`src/design/ealu_pkg.sv`:
```
// Shared constants and types for the ALU32 execute block.
// Used by the top level, the divider and the checker; depends on nothing.
package ealu_pkg;

    localparam int NUM_REGS   = 11;
    localparam int REG_IDX_W  = 4;
    localparam int WORD_W     = 32;
    localparam int VALUE_W    = 64;
    localparam int SHAMT_W    = 5;
    localparam int STATUS_W   = 2;
    localparam int OPCODE_W   = 8;
    localparam int OP_W       = 4;
    localparam int CFG_IDX_W  = 1;
    localparam int CFG_DATA_W = 64;

    // Stream payload widths, padded to whole bytes.
    localparam int IN_TDATA_W  = 48;
    localparam int OUT_TDATA_W = 72;
    localparam int OUT_PAD_W   = OUT_TDATA_W - VALUE_W - REG_IDX_W;

    localparam logic [REG_IDX_W-1:0] NUM_REGS_IDX = REG_IDX_W'(NUM_REGS);
    localparam logic [REG_IDX_W-1:0] CTX_REG      = 4'd1;
    localparam logic [REG_IDX_W-1:0] FRAME_REG    = 4'd10;

    localparam logic [2:0] CLASS_ALU32 = 3'b100;

    localparam logic [STATUS_W-1:0] ST_OK      = 2'd0;
    localparam logic [STATUS_W-1:0] ST_DIVZERO = 2'd1;
    localparam logic [STATUS_W-1:0] ST_BAD     = 2'd2;

    localparam logic [OP_W-1:0] OP_ADD  = 4'h0;
    localparam logic [OP_W-1:0] OP_SUB  = 4'h1;
    localparam logic [OP_W-1:0] OP_MUL  = 4'h2;
    localparam logic [OP_W-1:0] OP_DIV  = 4'h3;
    localparam logic [OP_W-1:0] OP_OR   = 4'h4;
    localparam logic [OP_W-1:0] OP_AND  = 4'h5;
    localparam logic [OP_W-1:0] OP_LSH  = 4'h6;
    localparam logic [OP_W-1:0] OP_RSH  = 4'h7;
    localparam logic [OP_W-1:0] OP_NEG  = 4'h8;
    localparam logic [OP_W-1:0] OP_MOD  = 4'h9;
    localparam logic [OP_W-1:0] OP_XOR  = 4'hA;
    localparam logic [OP_W-1:0] OP_MOV  = 4'hB;
    localparam logic [OP_W-1:0] OP_ARSH = 4'hC;

    localparam logic [CFG_IDX_W-1:0] CFG_CONTEXT = 1'b0;
    localparam logic [CFG_IDX_W-1:0] CFG_STACK   = 1'b1;

    typedef struct packed {
        logic              start;
        logic [WORD_W-1:0] dividend;
        logic [WORD_W-1:0] divisor;
    } div_req_t;

    typedef struct packed {
        logic              done;
        logic [WORD_W-1:0] quotient;
        logic [WORD_W-1:0] remainder;
    } div_rsp_t;

endpackage

```
`src/design/ealu_divider.sv`:
```
// Iterative 32-bit unsigned restoring divider, one quotient bit per cycle.
// Depends on ealu_pkg for widths and the request and response structs.
module ealu_divider
    import ealu_pkg::*;
(
    input  logic     clk,
    input  logic     rst_n,
    input  div_req_t req,
    output div_rsp_t rsp
);

    localparam int CNT_W = $clog2(WORD_W);
    localparam logic [CNT_W-1:0] CNT_LAST = CNT_W'(WORD_W - 1);

    logic             busy_reg;
    logic             done_reg;
    logic [CNT_W-1:0] cnt_reg;
    logic [WORD_W-1:0] rem_reg;
    logic [WORD_W-1:0] quo_reg;
    logic [WORD_W-1:0] dvs_reg;

    logic [WORD_W:0]   shifted;
    logic [WORD_W:0]   trial;
    logic [WORD_W-1:0] rem_next;
    logic [WORD_W-1:0] quo_next;

    // Shift the next dividend bit into the partial remainder and try a subtract.
    always_comb
    begin
        shifted = {rem_reg, quo_reg[WORD_W-1]};
        trial   = shifted - {1'b0, dvs_reg};
        if (trial[WORD_W])
        begin
            rem_next = shifted[WORD_W-1:0];
            quo_next = {quo_reg[WORD_W-2:0], 1'b0};
        end
        else
        begin
            rem_next = trial[WORD_W-1:0];
            quo_next = {quo_reg[WORD_W-2:0], 1'b1};
        end
    end

    always_ff @(posedge clk or negedge rst_n)
    begin
        if (!rst_n)
        begin
            busy_reg <= 1'b0;
            done_reg <= 1'b0;
            cnt_reg  <= '0;
        end
        else if (req.start)
        begin
            busy_reg <= 1'b1;
            done_reg <= 1'b0;
            cnt_reg  <= '0;
        end
        else if (busy_reg)
        begin
            cnt_reg <= cnt_reg + 1'b1;
            if (cnt_reg == CNT_LAST)
            begin
                busy_reg <= 1'b0;
                done_reg <= 1'b1;
            end
        end
        else
        begin
            done_reg <= 1'b0;
        end
    end

    always_ff @(posedge clk)
    begin
        if (req.start)
        begin
            rem_reg <= '0;
            quo_reg <= req.dividend;
            dvs_reg <= req.divisor;
        end
        else if (busy_reg)
        begin
            rem_reg <= rem_next;
            quo_reg <= quo_next;
        end
    end

    assign rsp.done      = done_reg;
    assign rsp.quotient  = quo_reg;
    assign rsp.remainder = rem_reg;

endmodule

```
`src/design/ebpf_alu32_execute.sv`:
```
// Each item passes through the read, execute and done states, with the divider state between
// execute and done for div and mod; first_of_program adds the context and frame writes first.
// The block takes no new item until it has finished with the last; input is not ready meanwhile.
// The register file is a small memory with one write and two registered reads per cycle.
// Reset (rst_n, asynchronous, active low) clears the sequencer, the configuration
// registers and the per-register valid bits, so every register reads as zero.
module ebpf_alu32_execute
    import ealu_pkg::*;
(
    input  logic                   clk,
    input  logic                   rst_n,
    input  logic                   s_axis_tvalid,
    output logic                   s_axis_tready,
    // opcode [7:0], dst_reg [11:8], src_reg [15:12], immediate [47:16]
    input  logic [IN_TDATA_W-1:0]  s_axis_tdata,
    // first_of_program [0]
    input  logic [0:0]             s_axis_tuser,
    output logic                   m_axis_tvalid,
    input  logic                   m_axis_tready,
    // written_reg [3:0], written_value [67:4], zero pad [71:68]
    output logic [OUT_TDATA_W-1:0] m_axis_tdata,
    // status [1:0]
    output logic [STATUS_W-1:0]    m_axis_tuser,
    input  logic                   cfg_valid,
    output logic                   cfg_ready,
    input  logic [CFG_IDX_W-1:0]   cfg_index,
    input  logic [CFG_DATA_W-1:0]  cfg_data
);

    localparam logic [2:0] S_IDLE  = 3'd0;
    localparam logic [2:0] S_CTX   = 3'd1;
    localparam logic [2:0] S_FRAME = 3'd2;
    localparam logic [2:0] S_READ  = 3'd3;
    localparam logic [2:0] S_EXEC  = 3'd4;
    localparam logic [2:0] S_DIV   = 3'd5;
    localparam logic [2:0] S_DONE  = 3'd6;

    logic [2:0] state_reg;
    logic [2:0] state_next;
    logic       out_valid_reg;
    logic       out_valid_next;

    logic [OPCODE_W-1:0]  opcode_reg;
    logic [REG_IDX_W-1:0] dst_idx_reg;
    logic [REG_IDX_W-1:0] src_idx_reg;
    logic [WORD_W-1:0]    imm_reg;

    // Only the low word of a register is ever observed, so only it is stored.
    logic [WORD_W-1:0]    ctx_reg;
    logic [WORD_W-1:0]    stack_reg;
    logic [WORD_W-1:0]    mem [NUM_REGS];
    logic [NUM_REGS-1:0]  vld_reg;
    logic [WORD_W-1:0]    rd_a_reg;
    logic [WORD_W-1:0]    rd_b_reg;
    logic                 rd_a_vld_reg;
    logic                 rd_b_vld_reg;

    logic [STATUS_W-1:0]  res_status_reg;
    logic [WORD_W-1:0]    res_value_reg;
    logic [STATUS_W-1:0]  out_status_reg;
    logic [REG_IDX_W-1:0] out_dst_reg;
    logic [WORD_W-1:0]    out_value_reg;

    logic [OP_W-1:0]      op;
    logic                 use_src;
    logic                 bad;
    logic                 is_divmod;
    logic [WORD_W-1:0]    opnd_a;
    logic [WORD_W-1:0]    opnd_b;
    logic [SHAMT_W-1:0]   shamt;
    logic [WORD_W-1:0]    alu_value;
    logic                 accept;
    logic                 out_free;
    logic                 mem_we;
    logic [REG_IDX_W-1:0] mem_waddr;
    logic [WORD_W-1:0]    mem_wdata;
    logic [REG_IDX_W-1:0] rd_a_addr;
    logic [REG_IDX_W-1:0] rd_b_addr;

    div_req_t div_req;
    div_rsp_t div_rsp;

    assign s_axis_tready = (state_reg == S_IDLE);
    assign accept        = s_axis_tvalid && s_axis_tready;
    assign out_free      = !out_valid_reg || m_axis_tready;
    assign cfg_ready     = 1'b1;

    // Instruction decode on the captured item.
    assign op        = opcode_reg[OPCODE_W-1:OPCODE_W-OP_W];
    assign use_src   = opcode_reg[3];
    assign is_divmod = (op == OP_DIV) || (op == OP_MOD);
    assign bad       = (opcode_reg[2:0] != CLASS_ALU32) || (op > OP_ARSH)
                     || ((op == OP_NEG) && use_src)
                     || (dst_idx_reg >= NUM_REGS_IDX)
                     || (use_src && (op != OP_NEG) && (src_idx_reg >= NUM_REGS_IDX));

    assign opnd_a = rd_a_vld_reg ? rd_a_reg : '0;
    assign opnd_b = use_src ? (rd_b_vld_reg ? rd_b_reg : '0) : imm_reg;
    assign shamt  = opnd_b[SHAMT_W-1:0];

    always_comb
    begin
        case (op)
            OP_ADD:  alu_value = opnd_a + opnd_b;
            OP_SUB:  alu_value = opnd_a - opnd_b;
            OP_MUL:  alu_value = opnd_a * opnd_b;
            OP_OR:   alu_value = opnd_a | opnd_b;
            OP_AND:  alu_value = opnd_a & opnd_b;
            OP_LSH:  alu_value = opnd_a << shamt;
            OP_RSH:  alu_value = opnd_a >> shamt;
            OP_NEG:  alu_value = '0 - opnd_a;
            OP_XOR:  alu_value = opnd_a ^ opnd_b;
            OP_MOV:  alu_value = opnd_b;
            OP_ARSH: alu_value = WORD_W'($signed(opnd_a) >>> shamt);
            default: alu_value = '0;
        endcase
    end

    assign div_req.start    = (state_reg == S_EXEC) && !bad && is_divmod && (opnd_b != '0);
    assign div_req.dividend = opnd_a;
    assign div_req.divisor  = opnd_b;

    ealu_divider u_div (
        .clk   (clk),
        .rst_n (rst_n),
        .req   (div_req),
        .rsp   (div_rsp)
    );

    // An out-of-range index only occurs on an item that is rejected or that does not use it, so clamp it.
    assign rd_a_addr = (dst_idx_reg < NUM_REGS_IDX) ? dst_idx_reg : '0;
    assign rd_b_addr = (src_idx_reg < NUM_REGS_IDX) ? src_idx_reg : '0;

    always_comb
    begin
        mem_we    = 1'b0;
        mem_waddr = dst_idx_reg;
        mem_wdata = res_value_reg;
        case (state_reg)
            S_CTX:
            begin
                mem_we    = 1'b1;
                mem_waddr = CTX_REG;
                mem_wdata = ctx_reg;
            end
            S_FRAME:
            begin
                mem_we    = 1'b1;
                mem_waddr = FRAME_REG;
                mem_wdata = stack_reg;
            end
            S_DONE:
            begin
                mem_we = out_free && (res_status_reg == ST_OK);
            end
            default:
            begin
                mem_we = 1'b0;
            end
        endcase
    end

    always_ff @(posedge clk)
    begin
        if (mem_we)
        begin
            mem[mem_waddr] <= mem_wdata;
        end
        if (state_reg == S_READ)
        begin
            rd_a_reg     <= mem[rd_a_addr];
            rd_b_reg     <= mem[rd_b_addr];
            rd_a_vld_reg <= vld_reg[rd_a_addr];
            rd_b_vld_reg <= vld_reg[rd_b_addr];
        end
    end

    always_comb
    begin
        state_next     = state_reg;
        out_valid_next = out_valid_reg && !m_axis_tready;
        case (state_reg)
            S_IDLE:
            begin
                if (accept)
                begin
                    state_next = s_axis_tuser[0] ? S_CTX : S_READ;
                end
            end
            S_CTX:   state_next = S_FRAME;
            S_FRAME: state_next = S_READ;
            S_READ:  state_next = S_EXEC;
            S_EXEC:  state_next = div_req.start ? S_DIV : S_DONE;
            S_DIV:
            begin
                if (div_rsp.done)
                begin
                    state_next = S_DONE;
                end
            end
            S_DONE:
            begin
                if (out_free)
                begin
                    out_valid_next = 1'b1;
                    state_next     = S_IDLE;
                end
            end
            default: state_next = S_IDLE;
        endcase
    end

    always_ff @(posedge clk or negedge rst_n)
    begin
        if (!rst_n)
        begin
            state_reg     <= S_IDLE;
            out_valid_reg <= 1'b0;
            vld_reg       <= '0;
            ctx_reg       <= '0;
            stack_reg     <= '0;
        end
        else
        begin
            state_reg     <= state_next;
            out_valid_reg <= out_valid_next;
            if (mem_we)
            begin
                vld_reg[mem_waddr] <= 1'b1;
            end
            if (cfg_valid && cfg_ready)
            begin
                case (cfg_index)
                    CFG_CONTEXT: ctx_reg   <= cfg_data[WORD_W-1:0];
                    CFG_STACK:   stack_reg <= cfg_data[WORD_W-1:0];
                    default:     ctx_reg   <= ctx_reg;
                endcase
            end
        end
    end

    always_ff @(posedge clk)
    begin
        if (accept)
        begin
            opcode_reg  <= s_axis_tdata[7:0];
            dst_idx_reg <= s_axis_tdata[11:8];
            src_idx_reg <= s_axis_tdata[15:12];
            imm_reg     <= s_axis_tdata[47:16];
        end
        if (state_reg == S_EXEC)
        begin
            if (bad)
            begin
                res_status_reg <= ST_BAD;
                res_value_reg  <= '0;
            end
            else if (is_divmod && (opnd_b == '0))
            begin
                res_status_reg <= ST_DIVZERO;
                res_value_reg  <= '0;
            end
            else
            begin
                res_status_reg <= ST_OK;
                res_value_reg  <= alu_value;
            end
        end
        if ((state_reg == S_DIV) && div_rsp.done)
        begin
            res_value_reg <= (op == OP_MOD) ? div_rsp.remainder : div_rsp.quotient;
        end
        if ((state_reg == S_DONE) && out_free)
        begin
            out_status_reg <= res_status_reg;
            out_dst_reg    <= (res_status_reg == ST_OK) ? dst_idx_reg : '0;
            out_value_reg  <= res_value_reg;
        end
    end

    assign m_axis_tvalid = out_valid_reg;
    assign m_axis_tuser  = out_status_reg;
    assign m_axis_tdata  = {{OUT_PAD_W{1'b0}}, {(VALUE_W - WORD_W){1'b0}},
                            out_value_reg, out_dst_reg};

endmodule

```
`config.mk`:
```
export PLATFORM = sky130hd
export DESIGN_NAME = ebpf_alu32_execute
export DESIGN_NICKNAME = d
export VERILOG_FILES = /design/src/design/ealu_pkg.sv /design/src/design/ealu_divider.sv /design/src/design/ebpf_alu32_execute.sv
export SDC_FILE = /design/constraint.sdc
export NUM_CORES = 2
export LEC_CHECK = 0
export BUFFER_PORTS_ARGS = -buffer_cell sky130_fd_sc_hd__buf_2
export CAP_MARGIN = 40
export CELL_PAD_IN_SITES_DETAIL_PLACEMENT = 0
export CELL_PAD_IN_SITES_GLOBAL_PLACEMENT = 1
export CORE_MARGIN = 4
export CORE_UTILIZATION = 45
export CTS_CLUSTER_DIAMETER = 40
export DETAILED_ROUTE_END_ITERATION = 12
export PLACE_DENSITY = 0.76
export SYNTH_ARGS = -nofsm -noshare
export SYNTH_HDL_FRONTEND = slang
export SYNTH_SLANG_ARGS = --single-unit
```
`constraint.sdc`:
```
create_clock -name clk -period 24.5 [get_ports clk]
set_input_delay 1.225 -clock clk [delete_from_list [all_inputs] [get_ports clk]]
set_output_delay 1.225 -clock clk [all_outputs]
set_load 0.05 [all_outputs]
```
==> impl_metrics.tcl <==
set metrics [dict create \
    cp.arrival_ps 10570 \
    rsz0062_at_grt "false" \
    ctsResizeCount 0 \
    nets 6507 \
    synth_top_area_frac 0.316 \
    cap_violations 0 \
    ys_ff_latch 720 \
    synthToLayoutAreaGrowth_pct 10.7 \
    final_max_slew_viol_count 0 \
    dieHeight_microns 365 \
    muxShareOfSynthArea 0.0808 \
    synth_xor_area_frac 0.0294 \
    final_common_cell "edfxtp_1" \
    postRouteAntennaNets 0 \
    dp.cells 7272 \
    regMostFlops "mem" \
    cts_post_setup_buffers_inserted 0 \
    drt_iter0_drc 5445 \
    viasPerCell 6.35 \
    start_kind "flop" \
    final.setup.tns_ps 0 \
    slew_headroom 0.355 \
    grt_max_degree 68 \
    setup_viol 0 \
    grt_pass1_wl_mm 329 \
    wirelength_mm 231 \
    synthAdderAreaFrac 0.199 \
    worst_slack_ps 14300 \
    dp_slack_ps 14400 \
    max_freq_mhz 98.0 \
    dpl.hpwl_mm 163 \
    required_ps 24870 \
    cts_tree "built" \
    synth_top_area_cell "edfxtp_1" \
    cp-end-kind "flop" \
    largest_register_ffs 352 \
    post_drt_wl_per_cell_microns 31.0 \
    core_sq_um 126000 \
    dr.pass1.iters 6 \
    synth_compound_area_frac 0.148 \
    synth_cell_type_count 106 \
    dieArea_sq_um 133000 \
    start_util 0.454 \
    synth-edff-count 602 \
    place.gp.congestion 1.02 \
    vias 47400 \
    cts-root-buf "clkbuf_16" \
    synthSimpleGateAreaFrac 0.110 \
    final_cell_mix "edfxtp_1 (602), nand2_1 (502), nor2_1 (495)" \
    clkLatencyLatePin_ps 720 \
    fin_crit_ps 10200 \
    ys_async_sr_fraction 0.119 \
    criticalPathCategory "reg2reg" \
    hold_path.class "in2async" \
    antenna_found_initial 16 \
    hold_ws_ps 423 \
    ios 196 \
    grt_pass1_vias 46200 \
    drc 0 \
    critical_path.max_fanout 40 \
    portBuffers 126 \
    syn_inst 5695 \
    fillers 11500 \
    synth_area_sq_um 57200 \
    final_hold_viol_count 0 \
    ctsHoldBuffers 0 \
    drive_gt1_frac 0.138 \
    clock-sinks 720 \
    fin_cells 7463 \
    die_x_microns 365 \
    numCtsBuffers 98 \
    clockBufferDepth 3 \
    track_usage 0.344 \
    yosysSeqAreaShare 0.365 \
    cts_htree_levels 3 \
    yosys-top-cells-area "edfxtp_1 (32%), fa_1 (14%), ha_1 (5.6%)" \
    period_share 0.417 \
    clkSlewWorstSetupHoldPaths_ps 60 \
    yosysWarningCount 0 \
    placementRows 130 \
    worst_slew_pin_slew_ps 957 \
    dominantRegCellSynth "edfxtp_1" \
    fin_skew_ps 67.6 \
    overflow 0 \
    synth_top_family_by_area "adder cells" \
    avgSynthCellArea_sq_um 10.0 \
    status "complete, no violations" \
]
## through the flow
step	instance area, sq um	util
6_report	63300	0.503
3_3_place_gp	59500	0.473
4_1_cts	63300	0.503
2_1_floorplan	57300	-
3_5_place_dp	59800	0.475
5_1_grt	63300	0.503
## cell type report
| cell class | instances | area (sq um) | area share |
|---|---|---|---|
| multi-input cells | 4092 | 32800 | 0.519 |
| flip-flops and latches | 720 | 20900 | 0.330 |
| clock buffers | 116 | 2590 | 0.0409 |
| repair buffers | 309 | 2160 | 0.0342 |
| well taps | 1650 | 2060 | 0.0326 |
| inverters | 502 | 1880 | 0.0298 |
| clock inverters | 67 | 877 | 0.0139 |
| diodes | 7 | 17.5 | 0.000277 |
## final timing paths
check | startpoint | endpoint | slack [ps] | cells after the start
hold / removal | rst_n | vld_reg[0] | 420 | 1
setup reg to reg | opcode_reg[3] | res_value_reg[30] | 14300 | 26
min in group clk | res_value_reg[14] | out_value_reg[14] | 470 | 0
max in group asynchronous | rst_n | u_div.busy_reg | 22850 | 2
setup / recovery | opcode_reg[3] | res_value_reg[30] | 14300 | 26
hold reg to reg | res_value_reg[14] | out_value_reg[14] | 470 | 0
## per-layer routing
layer / global-route usage / part of all wire / vias up
li1: - / - / 20100
met5: 0 / 0.00040 / -
met2: 0.532 / 0.44 / 2795
met1: 0.449 / 0.39 / 23800
met4: 0.203 / 0.072 / 12
met3: 0.0723 / 0.097 / 687
## cells in the mapped netlist, types with 35 or more instances
cell,number
a211oi_1,46
a21o_1,53
a21oi_1,368
a22oi_1,63
and2_1,42
buf_1,61
buf_2,41
buf_4,54
clkbuf_1,245
dfrtp_1,86
edfxtp_1,602
fa_1,410
ha_1,255
inv_1,476
mux2_2,209
mux2i_1,222
nand2_1,506
nand2b_1,35
nand3_1,135
nor2_1,507
nor3_1,61
o21ai_0,361
o221ai_1,101
o22ai_1,103
xnor2_1,142
## logic make-up (layout without fill, tap and decap cells)
logic type / count (synthesis) / count (layout)
XOR/XNOR: 182 / 182
adder cells (fa/ha/maj): 665 / 665
flip-flops: 720 / 720
other: 2 / 44
buffers and inverters: 918 / 994
AO/OA/AOI/OAI: 1347 / 1347
multiplexers: 433 / 433
AND/OR/NAND/NOR: 1428 / 1428
## worst max-delay path: stages (launching register included)
cell	delay, ps
edfxtp_1	320
buf_4	460
inv_1	270
buf_4	340
a22oi_4	220
buf_4	470
nor2_1	130
fa_1	610
fa_1	450
fa_1	510
inv_1	50
fa_1	490
inv_1	60
fa_1	500
fa_1	610
fa_1	450
fa_1	460
ha_1	370
a21o_1	180
a211oi_1	440
o311ai_0	260
a21oi_1	490
nor4_1	150
a211o_1	350
o31ai_1	300
xor2_1	580
o221ai_1	240
Power is left out: the tool's default activity adds up to more than one toggle a clock period on the data nets, which glitch-free logic cannot reach.
